--- src/fds_pkg.sv ---
// Shared types and constants for the frequency distribution statistics block.
package fds_pkg;

  localparam int KIND_W = 3;
  localparam int VA_W   = 24;
  localparam int VB_W   = 18;
  localparam int TALLY_W = 7;
  localparam int CFG_W  = 5;
  localparam logic [CFG_W-1:0] CLASS_RESET = 5'd5;

  typedef enum logic [KIND_W-1:0] {
    KIND_CLASS  = 3'd0,
    KIND_MINMAX = 3'd1,
    KIND_RANGE  = 3'd2,
    KIND_MEAN   = 3'd3,
    KIND_MODE   = 3'd4
  } kind_e;

  typedef struct packed {
    kind_e                kind;
    logic [VA_W-1:0]      value_a;
    logic [VB_W-1:0]      value_b;
    logic [TALLY_W-1:0]   tally;
    logic                 last_result;
  } res_t;

  typedef enum logic [3:0] {
    ST_LOAD, ST_WDIV, ST_CROW, ST_CEMIT, ST_SORT, ST_SUMDIV,
    ST_MED, ST_MODE, ST_EMIT, ST_WAIT
  } state_e;

endpackage

--- src/fds_if.sv ---
// Valid/ready channel carrying one word of payload.
interface fds_if #(
  parameter int W = 8
);
  logic         valid;
  logic         ready;
  logic [W-1:0] data;
  modport source (output valid, output data, input ready);
  modport sink (input valid, input data, output ready);
endinterface

--- src/fds_div.sv ---
// Shared restoring divider: one quotient bit per cycle, unsigned operands.
module fds_div #(
  parameter int NW = 32,
  parameter int DW = 16
) (
  input  logic          clk_i,
  input  logic          rst_ni,
  input  logic          start_i,
  input  logic [NW-1:0] num_i,
  input  logic [DW-1:0] den_i,
  output logic          done_o,
  output logic [NW-1:0] quo_o
);
  localparam int CW = $clog2(NW + 1);
  logic [NW-1:0] q_q, q_d;
  logic [DW-1:0] r_q, r_d;
  logic [DW-1:0] d_q, d_d;
  logic [CW-1:0] c_q, c_d;
  logic          busy_q, busy_d;
  logic          done_q, done_d;
  logic [DW:0]   trial;

  always_comb begin
    q_d = q_q; r_d = r_q; d_d = d_q; c_d = c_q; busy_d = busy_q;
    done_d = 1'b0;
    trial = {r_q, q_q[NW-1]};
    if (start_i) begin
      q_d = num_i; r_d = '0; d_d = den_i; c_d = CW'(NW); busy_d = 1'b1;
    end else if (busy_q) begin
      if (trial >= {1'b0, d_q}) begin
        r_d = DW'(trial - {1'b0, d_q});
        q_d = {q_q[NW-2:0], 1'b1};
      end else begin
        r_d = trial[DW-1:0];
        q_d = {q_q[NW-2:0], 1'b0};
      end
      c_d = c_q - 1'b1;
      if (c_q == CW'(1)) begin
        busy_d = 1'b0;
        done_d = 1'b1;
      end
    end
  end

  always_ff @(posedge clk_i or negedge rst_ni) begin
    if (!rst_ni) begin
      busy_q <= 1'b0;
      c_q <= '0;
      done_q <= 1'b0;
    end else begin
      busy_q <= busy_d;
      c_q <= c_d;
      done_q <= done_d;
    end
  end

  always_ff @(posedge clk_i) begin
    q_q <= q_d; r_q <= r_d; d_q <= d_d;
  end

  assign quo_o = q_q;
  assign done_o = done_q;
endmodule

--- src/frequency_distribution_stats.sv ---
// Top level of the frequency distribution statistics block.
// Usage:
//   cfg: write class_count (1..16) while idle; 0 acts as 1, above the
//        class limit acts as the limit.
//   in:  one sample word per cycle while loading; last_sample closes the set.
//        Samples beyond MAX_SAMPLES are dropped.
//   out: class rows, then min/max, range/width, mean/median and mode
//        (last_result set on mode).
// After the last sample the block is busy: a width division, one scan of the
// store per class row, an insertion sort in place in the sample memory, a mean
// division on the same divider, median reads, one pass over the sorted store
// for the mode and 4 summary words.
// Each result is held in an output register until taken; a stalled receiver
// stalls the sequencer. Reset clears counters and sets class_count to 5;
// the sample memory is not cleared.
module frequency_distribution_stats #(
  parameter int MAX_SAMPLES = 64,
  parameter int MAX_CLASSES = 16,
  parameter int SAMPLE_BITS = 16
) (
  input  logic clk_i,
  input  logic rst_ni,
  fds_if.sink   cfg,
  fds_if.sink   in_ch,
  fds_if.source out_ch
);
  import fds_pkg::*;

  localparam int AW  = $clog2(MAX_SAMPLES);
  localparam int NW  = $clog2(MAX_SAMPLES + 1);
  localparam int SW  = SAMPLE_BITS + NW;
  localparam int XW  = SAMPLE_BITS + 2;
  localparam int MW  = SW + 9;

  logic signed [SAMPLE_BITS-1:0] mem [MAX_SAMPLES];
  logic signed [SAMPLE_BITS-1:0] rd_q;

  state_e state_q, state_d;
  logic [CFG_W-1:0] cls_q;
  logic [NW-1:0] n_q, n_d;
  logic signed [SAMPLE_BITS-1:0] min_q, min_d, max_q, max_d;
  logic signed [SW-1:0] sum_q, sum_d;
  logic [CFG_W+1:0] k_eff;

  logic signed [XW-1:0] low_q, low_d, width_q, width_d;
  logic [XW-1:0] range_u;
  logic [NW:0] i_q, i_d, j_q, j_d;
  logic [NW-1:0] cnt_q, cnt_d, best_q, best_d, run_q, run_d;
  logic signed [SAMPLE_BITS-1:0] key_q, key_d, prev_q, prev_d, mode_q, mode_d;
  logic signed [XW-1:0] med_q, med_d;
  logic signed [MW-1:0] mean_q, mean_d;
  logic [2:0] sub_q, sub_d;
  logic [2:0] emit_q, emit_d;

  logic          we;
  logic [AW-1:0] wa, ra;
  logic signed [SAMPLE_BITS-1:0] wd;

  logic        div_go;
  logic [MW-1:0] div_num;
  logic [NW+XW-1:0] div_den;
  logic [MW-1:0] div_quo;
  logic div_done;
  logic neg_q, neg_d;

  res_t res_q, res_d;
  logic ov_q, ov_d;

  assign cfg.ready = 1'b1;
  always_ff @(posedge clk_i or negedge rst_ni) begin
    if (!rst_ni) begin
      cls_q <= CLASS_RESET;
    end else if (cfg.valid) begin
      cls_q <= cfg.data[CFG_W-1:0];
    end
  end

  always_comb begin
    if (cls_q == '0) k_eff = (CFG_W+2)'(1);
    else if (32'(cls_q) > MAX_CLASSES) k_eff = (CFG_W+2)'(MAX_CLASSES);
    else k_eff = (CFG_W+2)'(cls_q);
  end

  always_ff @(posedge clk_i) begin
    if (we) mem[wa] <= wd;
    rd_q <= mem[ra];
  end

  fds_div #(
    .NW(MW),
    .DW(NW+XW)
  ) u_div (
    .clk_i(clk_i),
    .rst_ni(rst_ni),
    .start_i(div_go),
    .num_i(div_num),
    .den_i(div_den),
    .done_o(div_done),
    .quo_o(div_quo)
  );

  assign in_ch.ready = (state_q == ST_LOAD);
  assign out_ch.valid = ov_q;
  assign out_ch.data = res_q;
  logic out_free;
  assign out_free = !ov_q || out_ch.ready;

  logic signed [SAMPLE_BITS-1:0] smp;
  logic signed [XW-1:0] high;
  logic [MW-1:0] absn;
  logic signed [MW-1:0] num_s;
  assign smp = in_ch.data[SAMPLE_BITS:1];
  assign high = low_q + width_q - XW'(1);
  assign range_u = XW'(max_q) - XW'(min_q);
  assign num_s = MW'(sum_q) <<< 8;

  always_comb begin
    state_d = state_q; n_d = n_q; min_d = min_q; max_d = max_q; sum_d = sum_q;
    low_d = low_q; width_d = width_q; i_d = i_q; j_d = j_q; cnt_d = cnt_q;
    best_d = best_q; run_d = run_q; key_d = key_q; prev_d = prev_q;
    mode_d = mode_q; med_d = med_q; mean_d = mean_q; sub_d = sub_q;
    emit_d = emit_q; neg_d = neg_q;
    res_d = res_q; ov_d = ov_q && !out_ch.ready;
    we = 1'b0; wa = '0; wd = '0; ra = '0;
    div_go = 1'b0; div_num = '0; div_den = '0;
    absn = num_s[MW-1] ? MW'(-num_s) : MW'(num_s);
    case (state_q)
      ST_LOAD: begin
        if (in_ch.valid) begin
          if (32'(n_q) < MAX_SAMPLES) begin
            we = 1'b1; wa = n_q[AW-1:0]; wd = smp;
            if (n_q == '0) begin
              min_d = smp; max_d = smp;
            end else begin
              if (smp < min_q) min_d = smp;
              if (smp > max_q) max_d = smp;
            end
            sum_d = sum_q + SW'(smp);
            n_d = n_q + 1'b1;
          end
          if (in_ch.data[0]) state_d = ST_WDIV;
          sub_d = '0;
        end
      end
      ST_WDIV: begin
        if (sub_q == '0) begin
          div_go = 1'b1;
          div_num = MW'(range_u) + MW'(k_eff) - MW'(1);
          div_den = (NW+XW)'(k_eff);
          sub_d = 3'd1;
        end else if (div_done) begin
          width_d = (div_quo == '0) ? XW'(1) : XW'(div_quo);
          low_d = XW'(min_q);
          state_d = ST_CROW; i_d = '0; cnt_d = '0; sub_d = '0;
        end
      end
      ST_CROW: begin
        // scan memory: read address i, registered data valid in the next cycle
        ra = i_q[AW-1:0];
        if (i_q != '0) begin
          if (XW'(rd_q) >= low_q && XW'(rd_q) <= high) cnt_d = cnt_q + 1'b1;
        end
        if (i_q == (NW+1)'(n_q)) state_d = ST_CEMIT;
        else i_d = i_q + 1'b1;
      end
      ST_CEMIT: begin
        if (out_free) begin
          res_d.kind = KIND_CLASS;
          res_d.value_a = VA_W'(low_q); res_d.value_b = VB_W'(high);
          res_d.tally = TALLY_W'(cnt_q); res_d.last_result = 1'b0;
          ov_d = 1'b1;
          low_d = low_q + width_q;
          i_d = '0; cnt_d = '0;
          if (low_q + width_q > XW'(max_q)) begin
            state_d = ST_SORT; i_d = (NW+1)'(1); sub_d = '0;
          end else state_d = ST_CROW;
        end
      end
      ST_SORT: begin
        // insertion sort: read key, then walk j down
        if (i_q >= (NW+1)'(n_q)) begin
          state_d = ST_SUMDIV; sub_d = '0;
        end else case (sub_q)
          3'd0: begin ra = i_q[AW-1:0]; sub_d = 3'd1; end
          3'd1: begin
            key_d = rd_q; j_d = i_q; ra = AW'(i_q - 1'b1); sub_d = 3'd2;
          end
          3'd2: begin
            if (j_q != '0 && rd_q > key_q) begin
              we = 1'b1; wa = j_q[AW-1:0]; wd = rd_q;
              j_d = j_q - 1'b1;
              ra = AW'(j_q - 2'd2);
              if (j_q == (NW+1)'(1)) sub_d = 3'd3;
            end else sub_d = 3'd3;
          end
          default: begin
            we = 1'b1; wa = j_q[AW-1:0]; wd = key_q;
            i_d = i_q + 1'b1; sub_d = 3'd0;
          end
        endcase
      end
      ST_SUMDIV: begin
        if (sub_q == '0) begin
          div_go = 1'b1; div_num = absn; div_den = (NW+XW)'(n_q);
          neg_d = num_s[MW-1]; sub_d = 3'd1;
        end else if (div_done) begin
          mean_d = neg_q ? -$signed(div_quo) : $signed(div_quo);
          state_d = ST_MED; sub_d = '0;
        end
      end
      ST_MED: begin
        case (sub_q)
          3'd0: begin ra = AW'(n_q >> 1); sub_d = 3'd1; end
          3'd1: begin
            ra = AW'((n_q >> 1) - 1'b1);
            med_d = XW'(rd_q);
            sub_d = 3'd2;
          end
          default: begin
            if (n_q[0]) med_d = med_q + med_q;
            else med_d = med_q + XW'(rd_q);
            state_d = ST_MODE; i_d = '0; best_d = '0; run_d = '0; sub_d = '0;
          end
        endcase
      end
      ST_MODE: begin
        // runs in sorted data; first longest run is the smallest value
        ra = i_q[AW-1:0];
        if (i_q != '0) begin
          if (i_q != (NW+1)'(1) && rd_q == prev_q) run_d = run_q + 1'b1;
          else run_d = NW'(1);
          prev_d = rd_q;
          if ((i_q != (NW+1)'(1) && rd_q == prev_q ? run_q + 1'b1 : NW'(1)) > best_q) begin
            best_d = (i_q != (NW+1)'(1) && rd_q == prev_q) ? run_q + 1'b1 : NW'(1);
            mode_d = rd_q;
          end
        end
        if (i_q == (NW+1)'(n_q)) begin
          state_d = ST_EMIT; emit_d = '0;
        end else i_d = i_q + 1'b1;
      end
      ST_EMIT: begin
        if (out_free) begin
          ov_d = 1'b1; res_d.last_result = 1'b0;
          case (emit_q)
            3'd0: begin
              res_d.kind = KIND_MINMAX; res_d.value_a = VA_W'(min_q);
              res_d.value_b = VB_W'(max_q); res_d.tally = TALLY_W'(n_q);
            end
            3'd1: begin
              res_d.kind = KIND_RANGE; res_d.value_a = VA_W'(range_u);
              res_d.value_b = VB_W'(width_q); res_d.tally = TALLY_W'(k_eff);
            end
            3'd2: begin
              res_d.kind = KIND_MEAN; res_d.value_a = VA_W'(mean_q);
              res_d.value_b = VB_W'(med_q); res_d.tally = '0;
            end
            default: begin
              res_d.kind = KIND_MODE; res_d.value_a = VA_W'(mode_q);
              res_d.value_b = '0; res_d.tally = TALLY_W'(best_q);
              res_d.last_result = 1'b1;
              n_d = '0; min_d = '0; max_d = '0; sum_d = '0;
              state_d = ST_LOAD;
            end
          endcase
          emit_d = emit_q + 1'b1;
        end
      end
      default: state_d = ST_LOAD;
    endcase
  end

  always_ff @(posedge clk_i or negedge rst_ni) begin
    if (!rst_ni) begin
      state_q <= ST_LOAD; n_q <= '0; min_q <= '0; max_q <= '0; sum_q <= '0;
      ov_q <= 1'b0; sub_q <= '0; emit_q <= '0; i_q <= '0;
    end else begin
      state_q <= state_d; n_q <= n_d; min_q <= min_d; max_q <= max_d;
      sum_q <= sum_d; ov_q <= ov_d; sub_q <= sub_d;
      emit_q <= emit_d; i_q <= i_d;
    end
  end

  always_ff @(posedge clk_i) begin
    low_q <= low_d; width_q <= width_d; j_q <= j_d; cnt_q <= cnt_d;
    best_q <= best_d; run_q <= run_d; key_q <= key_d; prev_q <= prev_d;
    mode_q <= mode_d; med_q <= med_d; mean_q <= mean_d; neg_q <= neg_d;
    res_q <= res_d;
  end
endmodule

--- src/flat_wrapper.sv ---
// flat-port wrapper written by rule: the top's interface ports become plain ports
module frequency_distribution_stats_flat import fds_pkg::*;
#(
  parameter int MAX_SAMPLES = 64,
  parameter int MAX_CLASSES = 16,
  parameter int SAMPLE_BITS = 16
)
  (clk_i, rst_ni, cfg_valid, cfg_data, cfg_ready, in_ch_valid, in_ch_data, in_ch_ready, out_ch_valid, out_ch_data, out_ch_ready);
  fds_if #(.W(CFG_W)) cfg_i ();
  fds_if #(.W(17)) in_ch_i ();
  fds_if #(.W($bits(res_t))) out_ch_i ();
  input  logic clk_i;
  input  logic rst_ni;
  input wire logic [$bits(cfg_i.valid)-1:0] cfg_valid;
  input wire logic [$bits(cfg_i.data)-1:0] cfg_data;
  output wire logic [$bits(cfg_i.ready)-1:0] cfg_ready;
  input wire logic [$bits(in_ch_i.valid)-1:0] in_ch_valid;
  input wire logic [$bits(in_ch_i.data)-1:0] in_ch_data;
  output wire logic [$bits(in_ch_i.ready)-1:0] in_ch_ready;
  output wire logic [$bits(out_ch_i.valid)-1:0] out_ch_valid;
  output wire logic [$bits(out_ch_i.data)-1:0] out_ch_data;
  input wire logic [$bits(out_ch_i.ready)-1:0] out_ch_ready;
  assign cfg_i.valid = cfg_valid;
  assign cfg_i.data = cfg_data;
  assign cfg_ready = cfg_i.ready;
  assign in_ch_i.valid = in_ch_valid;
  assign in_ch_i.data = in_ch_data;
  assign in_ch_ready = in_ch_i.ready;
  assign out_ch_valid = out_ch_i.valid;
  assign out_ch_data = out_ch_i.data;
  assign out_ch_i.ready = out_ch_ready;
  frequency_distribution_stats #(.MAX_SAMPLES(MAX_SAMPLES), .MAX_CLASSES(MAX_CLASSES), .SAMPLE_BITS(SAMPLE_BITS)) u_core (.clk_i(clk_i), .rst_ni(rst_ni), .cfg(cfg_i), .in_ch(in_ch_i), .out_ch(out_ch_i));
endmodule
--- config.mk ---
export PLATFORM = sky130hd
export DESIGN_NAME = frequency_distribution_stats_flat
export DESIGN_NICKNAME = d
export VERILOG_FILES = /design/src/fds_pkg.sv /design/src/fds_if.sv /design/src/fds_div.sv /design/src/frequency_distribution_stats.sv /design/src/flat_wrapper.sv
export SDC_FILE = /design/constraint.sdc
export NUM_CORES = 2
export LEC_CHECK = 0
export ABC_AREA = 0
export BUFFER_PORTS_ARGS = -buffer_cell sky130_fd_sc_hd__buf_4
export CAP_MARGIN = 20
export CORE_ASPECT_RATIO = 1.4
export CORE_MARGIN = 1
export CORE_UTILIZATION = 57
export CTS_CLUSTER_DIAMETER = 80
export DETAILED_ROUTE_END_ITERATION = 7
export PLACE_DENSITY = 0.78
export SLEW_MARGIN = 20
export SYNTH_ARGS = -nofsm -noshare
export SYNTH_HDL_FRONTEND = slang
export SYNTH_SLANG_ARGS = --single-unit
--- constraint.sdc ---
create_clock -name clk_i -period 5.4 [get_ports clk_i]
set_clock_uncertainty 0.15 [all_clocks]
set_input_delay 0.54 -clock clk_i [delete_from_list [all_inputs] [get_ports clk_i]]
set_output_delay 0.54 -clock clk_i [all_outputs]
set_load 0.05 [all_outputs]
### After elaboration in Yosys (flattened, before gate mapping)

Memories as Yosys holds them, arrays and structs flattened. A register that Yosys moved wholly into a read port is not among the register bits.
Index checks and enable logic that the tools add are counted.

| operators by class | value |
|---|---|
| $add $sub $neg | 21 |
| order comparisons | 11 |
| equal/unequal tests | 44 |
| multiplexer cells | 137 |
| bitwise logic cells | 2 |
| reduce and logical (&&, ||, !) cells | 51 |

Operator list:

| cell | number |
|---|---|
| 2-to-1 mux 16 bit | 14 |
| 2-to-1 mux 32 bit | 5 |
| case mux 52 bit (3 select lines) | 1 |
| case mux 16 bit (2 select lines) | 4 |
| 2-to-1 mux 7 bit | 16 |
| 2-to-1 mux 53 bit | 2 |
| case mux 53 bit (2 select lines) | 1 |
| 2-to-1 mux 23 bit | 4 |
| 2-to-1 mux 18 bit | 4 |
| case mux 18 bit (2 select lines) | 2 |
| 2-to-1 mux 8 bit | 8 |
| case mux 32 bit (2 select lines) | 1 |
| 2-to-1 mux 4 bit | 13 |
| case mux 25 bit (2 select lines) | 1 |
| 2-to-1 mux 6 bit | 8 |
| case mux 23 bit (2 select lines) | 1 |
| case mux 7 bit (2 select lines) | 3 |
| case mux 8 bit (5 select lines) | 1 |
| adder 18 bit | 2 |
| case mux 4 bit (9 select lines) | 1 |
| case mux 6 bit (2 select lines) | 3 |
| case mux 6 bit (3 select lines) | 2 |
| 2-to-1 mux 3 bit | 11 |
| > comparator 16 bit | 2 |
| other kinds (72) | 156 |

| storage, ports and cells | value |
|---|---|
| register bits after elaboration | 385 |
| RAM bits | 1024 |
| bits of input ports | 27 |
| output and inout port bits | 56 |
| word-level logic and storage cells | 300 |
| memories kept | 1 |

Memory list:

| name | depth | bits a word | read ports | clocked after Yosys merged registers in | write ports | RTL line | source |
|---|---|---|---|---|---|---|---|
| u_core.mem | 64 | 16 | 1 | 1 | 1 | frequency_distribution_stats.sv:35 | `logic signed [SAMPLE_BITS-1:0] mem [MAX_SAMPLES];` |

### Depth between registers and ports, before layout

| logic depth | value |
|---|---|
| word-level depth | 8 |
| depth in mapped cells | 20 |

### Cells and area by module

From an unflattened synthesis, not the netlist that was laid out.

| second synthesis, totals | value |
|---|---|
| cell total of the unflattened synthesis | 5840 |
| area total of the unflattened synthesis | 67483.5 um^2 |

Modules (own cells, without submodules):

| module | instances | cells an instance | area an instance (um^2) |
|---|---|---|---|
| frequency_distribution_stats | 1 | 5380 | 62535.0 |
| fds_div | 1 | 460 | 4948.5 |

### Least setup slack after synthesis

Ideal clock, no wire load.

| timing path | value |
|---|---|
| path kind | reg2reg |
| start | register u_core.low_q[0] |
| end | register u_core.cnt_q[0], enable pin |
| arrival time | 5200 ps |
| data required time | 4860 ps |
| slack | -341 ps |
| cell stages (with the launch flop) | 20 |
| clock period less this slack | 5741 ps |
| cell sequence | edfxtp_1 ha_1 fa_1 a211oi_1 o21ai_0 a311oi_1 xor2_1 nand4_1 or2_2 nor2_1 nand2_1 nor4_1 xnor2_1 ha_1 nand2_1 or4_1 o211ai_1 maj3_1 a21oi_1 nor4_1 |

| between the ends | value |
|---|---|
| word-level cells in the longest chain between the ends | 6 |

Ends and longest elaborated chain:

| item | RTL line | source |
|---|---|---|
| start: declaration | frequency_distribution_stats.sv:45 | `logic signed [XW-1:0] low_q, low_d, width_q, width_d;` |
| start signal: assignment | frequency_distribution_stats.sv:285 | `low_q <= low_d; width_q <= width_d; j_q <= j_d; cnt_q <= cnt_d;` |
| adder 18 bit | frequency_distribution_stats.sv:113 | `assign high = low_q + width_q - XW'(1);` |
| subtractor 18 x 2 -> 18 bit | frequency_distribution_stats.sv:113 |  |
| <= comparator 16 x 18 -> 1 bit | frequency_distribution_stats.sv:161 | `if (XW'(rd_q) >= low_q && XW'(rd_q) <= high) cnt_d = cnt_q + 1'b1;` |
| logical AND 1 bit * | frequency_distribution_stats.sv:161 |  |
| inequality test 2 x 1 -> 1 bit (no source line) * | n/a |  |
| AND reduction 6 bit (no source line) * | n/a |  |
| end signal: assignment | frequency_distribution_stats.sv:285 |  |
| end: declaration | frequency_distribution_stats.sv:48 | `logic [NW-1:0] cnt_q, cnt_d, best_q, best_d, run_q, run_d;` |

Mark *: on every way between the ends. The rest lies on a longest branch, timed or not.
A chain may end at the register's enable or synchronous reset.

### Final worst setup path

| timing path | value |
|---|---|
| start | register u_core.low_q[0] |
| end | register u_core.cnt_q[5], enable pin |

Same word-level chain as after synthesis.

==> results.yml <==
outcome:
  status: "complete, no violations"
sta:
  setup_violations: 0
  max_freq_mhz: 191
  worstMarginPinSlew_ns: 1.11
  finalCritPeriodShare: 0.967
  period_minus_slack_ns: 5.22
  drv_slew: 0
  setup_slack_ns: 0.178
  slew_headroom: 0.262
  grt_setup_unrepaired: "true"
  hold_viol: 0
power_and_ir_drop:
  power_density_nw_per_um2: 582
  leakage_nw: 28.7
  vdd_drop_max_mv: 0.550
global_route:
  grt_start_max_net_pins: 79
  grt_overflow_total: 0
  grt_pass1_wl_mm: 292
  grt_use_total: 0.332
  antenna_found_initial: 6
  grt_pass1_vias: 47498
clock_tree:
  clockBufferDepth: 3
  cts_tree: "yes"
  cts_buffers: 136
  h-tree-depth: 4
  clk_latency_ns: 0.78
  cts-root-buf: "clkbuf_16"
  cts_sinks: 1406
  path_clk_slew_ns: 0.07
yosys:
  synth_seq_cells: 1406
  syn_nets: 5900
  synthArstFlopShare: 0.0661
  synth_cell_types: 109
  ys.flop_type: "edfxtp_1"
  netlist_instances: 5646
  ys_seq_area_frac: 0.619
  yosysWarningCount: 0
  syn_area_per_cell_um2: 11.8
  synth-edff-count: 1272
  syn_area_um2: 66800
worst_setup_path:
  cp_data_required_time_ns: 5.74
  crit_chain: "ha_2, fa_2, a211oi_2, buf_4, o21ai_2, buf_4, a211o_1, nand2_2, nand4_1, or2_4, nor2_4, nand2_2, buf_6, nor2_4, xnor2_2, ha_1, nand2_1, or4_4, o211ai_1, maj3_2, a21oi_4, nor4_4, buf_6"
  worstPathArrival_ns: 5.56
  slowest_delay_ns: 0.51
  cp_slowest_cell: "or4_4"
  setup.worst_path.class: "reg2reg"
  crit_path_end_kind: "register"
  worstSetupStartpointType: "register"
  r2r_cells: 23
  crit_path_max_fanout: 7
detailed_routing:
  dr.first_iter.drc_count: 6141
  ant_nets: 0
  drc: 0
  drt_first_pass_iters: 6
  wl_mm: 199
  vias_per_cell: 6.50
  wl_per_cell_um: 26.5
  vias: 48819
final_layout:
  instances_no_fill: 7514
  drive_gt1_frac: 0.132
  fillers: 8315
  nets: 6160
  area_growth_pct: 13.5
worst_hold_path:
  hp-class: "in2reg"
  whs_path_depth: 3
floorplan:
  dieWidth_um: 291
  fp-row-count: 148
  ios: 83
  coreArea_um2: 116000
  die-height_um: 407
  start_util: 0.575
  die_area_um2: 119000
place:
  place_ws_ns: -0.283
  port-buffer-count: 81
  gp_congestion: 0.986
  hpwl_mm: 132
  dp_cells: 7248
run:
  max_cap_violations: 0
## layer usage
metal	vias up	part of all wire	track usage
met2	2919	0.48	0.547
met3	826	0.090	0.0622
met5	-	0.00025	0
li1	21490	-	-
met1	23576	0.34	0.378
met4	8	0.094	0.269
## cells by family (layout without fill, tap and decap cells)
kind of cell	after synthesis	count (layout)	share of synthesized area
other	1	7	0.0000561
muxes	267	267	0.0410
and+or+nand+nor	1978	1978	0.133
AOI/OAI and AO/OA	1090	1090	0.109
adders and majority gates	230	230	0.0436
xor gates and xnor gates	189	189	0.0255
buffers and inverters	485	847	0.0289
DFF	1406	1406	0.619
## stage by stage
step | utilization | setup TNS, ns | hold WS, ns | total power (W) | area, um2
3_3_place_gp | 0.611 | -2.23 | 0.323 | 0.0337 | 71100
2_1_floorplan | - | 0 | 0.0944 | 0.0268 | 66800
5_1_grt | 0.652 | -0.460 | 0.0882 | 0.0460 | 75800
6_report | 0.652 | 0 | 0.115 | 0.0441 | 75800
3_5_place_dp | 0.611 | -2.18 | 0.344 | 0.0341 | 71100
4_1_cts | 0.650 | 0 | 0.0627 | 0.0435 | 75600
## cells in the final DEF (no fill, tap or decap), types with 38 or more instances in the layout
| cell | instances |
|---|---|
| clkbuf_16 | 142 |
| edfxtp_1 | 1272 |
| o21ai_0 | 198 |
| nand2_1 | 907 |
| a21boi_0 | 44 |
| xnor2_1 | 116 |
| mux2_2 | 53 |
| inv_1 | 166 |
| ha_1 | 220 |
| mux2i_1 | 214 |
| a31oi_1 | 54 |
| a22oi_1 | 115 |
| a211oi_1 | 59 |
| a21oi_1 | 264 |
| nand3_1 | 436 |
| buf_4 | 400 |
| dfrtp_1 | 91 |
| a21o_1 | 38 |
| nor3_1 | 62 |
| nor2_1 | 269 |
| dfxtp_1 | 41 |
| xor2_1 | 65 |
## worst paths after layout
path	from	end	slack (ns)
setup / recovery	u_core.low_q[0]	u_core.cnt_q[5]	0.18
hold / removal	in_ch_data[1]	u_core.sum_q[0]	0.12
setup reg to reg	u_core.low_q[0]	u_core.cnt_q[5]	0.18
hold reg to reg	u_core.u_div.r_q[24]	u_core.u_div.r_q[24]	0.35
max in group asynchronous	rst_ni	u_core.i_q[1]	3.65
min in group asynchronous	rst_ni	u_core.sum_q[21]	0.21
## worst max-delay path: cells and delay by family, from the launching register on
family                   cells  cell delay (ns)
AO/OA/AOI/OAI                5             0.87
XOR/XNOR                     1             0.09
adder cells (fa/ha/maj)      4             1.23
buffers and inverters        4             0.62
flip-flops                   1             0.40
AND/OR/NAND/NOR              9             1.58
## where the power goes
group	total [W]	internal, W	switching, W
registers	0.0139	0.0130	0.000904
logic	0.0208	0.00731	0.0135
clock network	0.00940	0.00533	0.00407
total	0.0441	0.0257	0.0185
## synthesized netlist by cell type (23+ instances only)
| library cell | number | area, um2 |
|---|---|---|
| edfxtp_1 | 1272 | 38200 |
| nand2_1 | 910 | 3420 |
| nand3_1 | 436 | 2180 |
| nor2_1 | 282 | 1060 |
| a21oi_1 | 269 | 1350 |
| clkbuf_1 | 225 | 845 |
| ha_1 | 221 | 2770 |
| mux2i_1 | 214 | 2140 |
| o21ai_0 | 203 | 1020 |
| inv_1 | 166 | 623 |
| xnor2_1 | 120 | 1050 |
| a22oi_1 | 115 | 863 |
| dfrtp_1 | 91 | 2280 |
| nor3_1 | 72 | 360 |
| buf_2 | 68 | 340 |
| xor2_1 | 65 | 569 |
| a211oi_1 | 61 | 458 |
| a31oi_1 | 54 | 338 |
| mux2_2 | 53 | 597 |
| a21boi_0 | 44 | 330 |
| dfxtp_1 | 41 | 821 |
| a21o_1 | 39 | 293 |
| a22o_1 | 36 | 315 |
| nor2b_1 | 36 | 225 |
| a32oi_1 | 33 | 289 |
| nand2b_1 | 33 | 206 |
| o21a_1 | 33 | 248 |
| o31ai_1 | 33 | 248 |
| or3_1 | 32 | 200 |
| and2_1 | 28 | 175 |
| and3_1 | 25 | 156 |
| nor4_1 | 25 | 156 |
| nand4_1 | 23 | 144 |
## registers in the layout, indices dropped and copies added, names as in the netlist, 18 cells and up
register	flops
u_core.mem	1024
u_core.out_ch.data	53
u_core.u_div.quo_o	32
u_core.u_div.r_q	25
u_core.mean_q	24
u_core.sum_q	23
u_core.low_q	18
u_core.med_q	18
u_core.width_q	18
## area by class of cell
type | count | area, um2 | area share
Clock inverter | 66 | 651 | 0.00858
Multi-Input combinational cell | 3755 | 24000 | 0.316
Sequential cell | 1406 | 41300 | 0.545
Antenna cell | 6 | 15.0 | 0.000198
Timing Repair Buffer | 440 | 3670 | 0.0483
Inverter | 167 | 627 | 0.00826
Tap cell | 1500 | 1880 | 0.0247
Clock buffer | 174 | 3690 | 0.0487
## timing repair
action,in CTS,in global routing
resized for setup,13,37
pin swaps,6,26
hold buffers,11,0
buffers inserted,2,6
endpoints found under the hold margin,49,0
setup endpoints to repair,11,19
(Power assumes the default switching activity.)
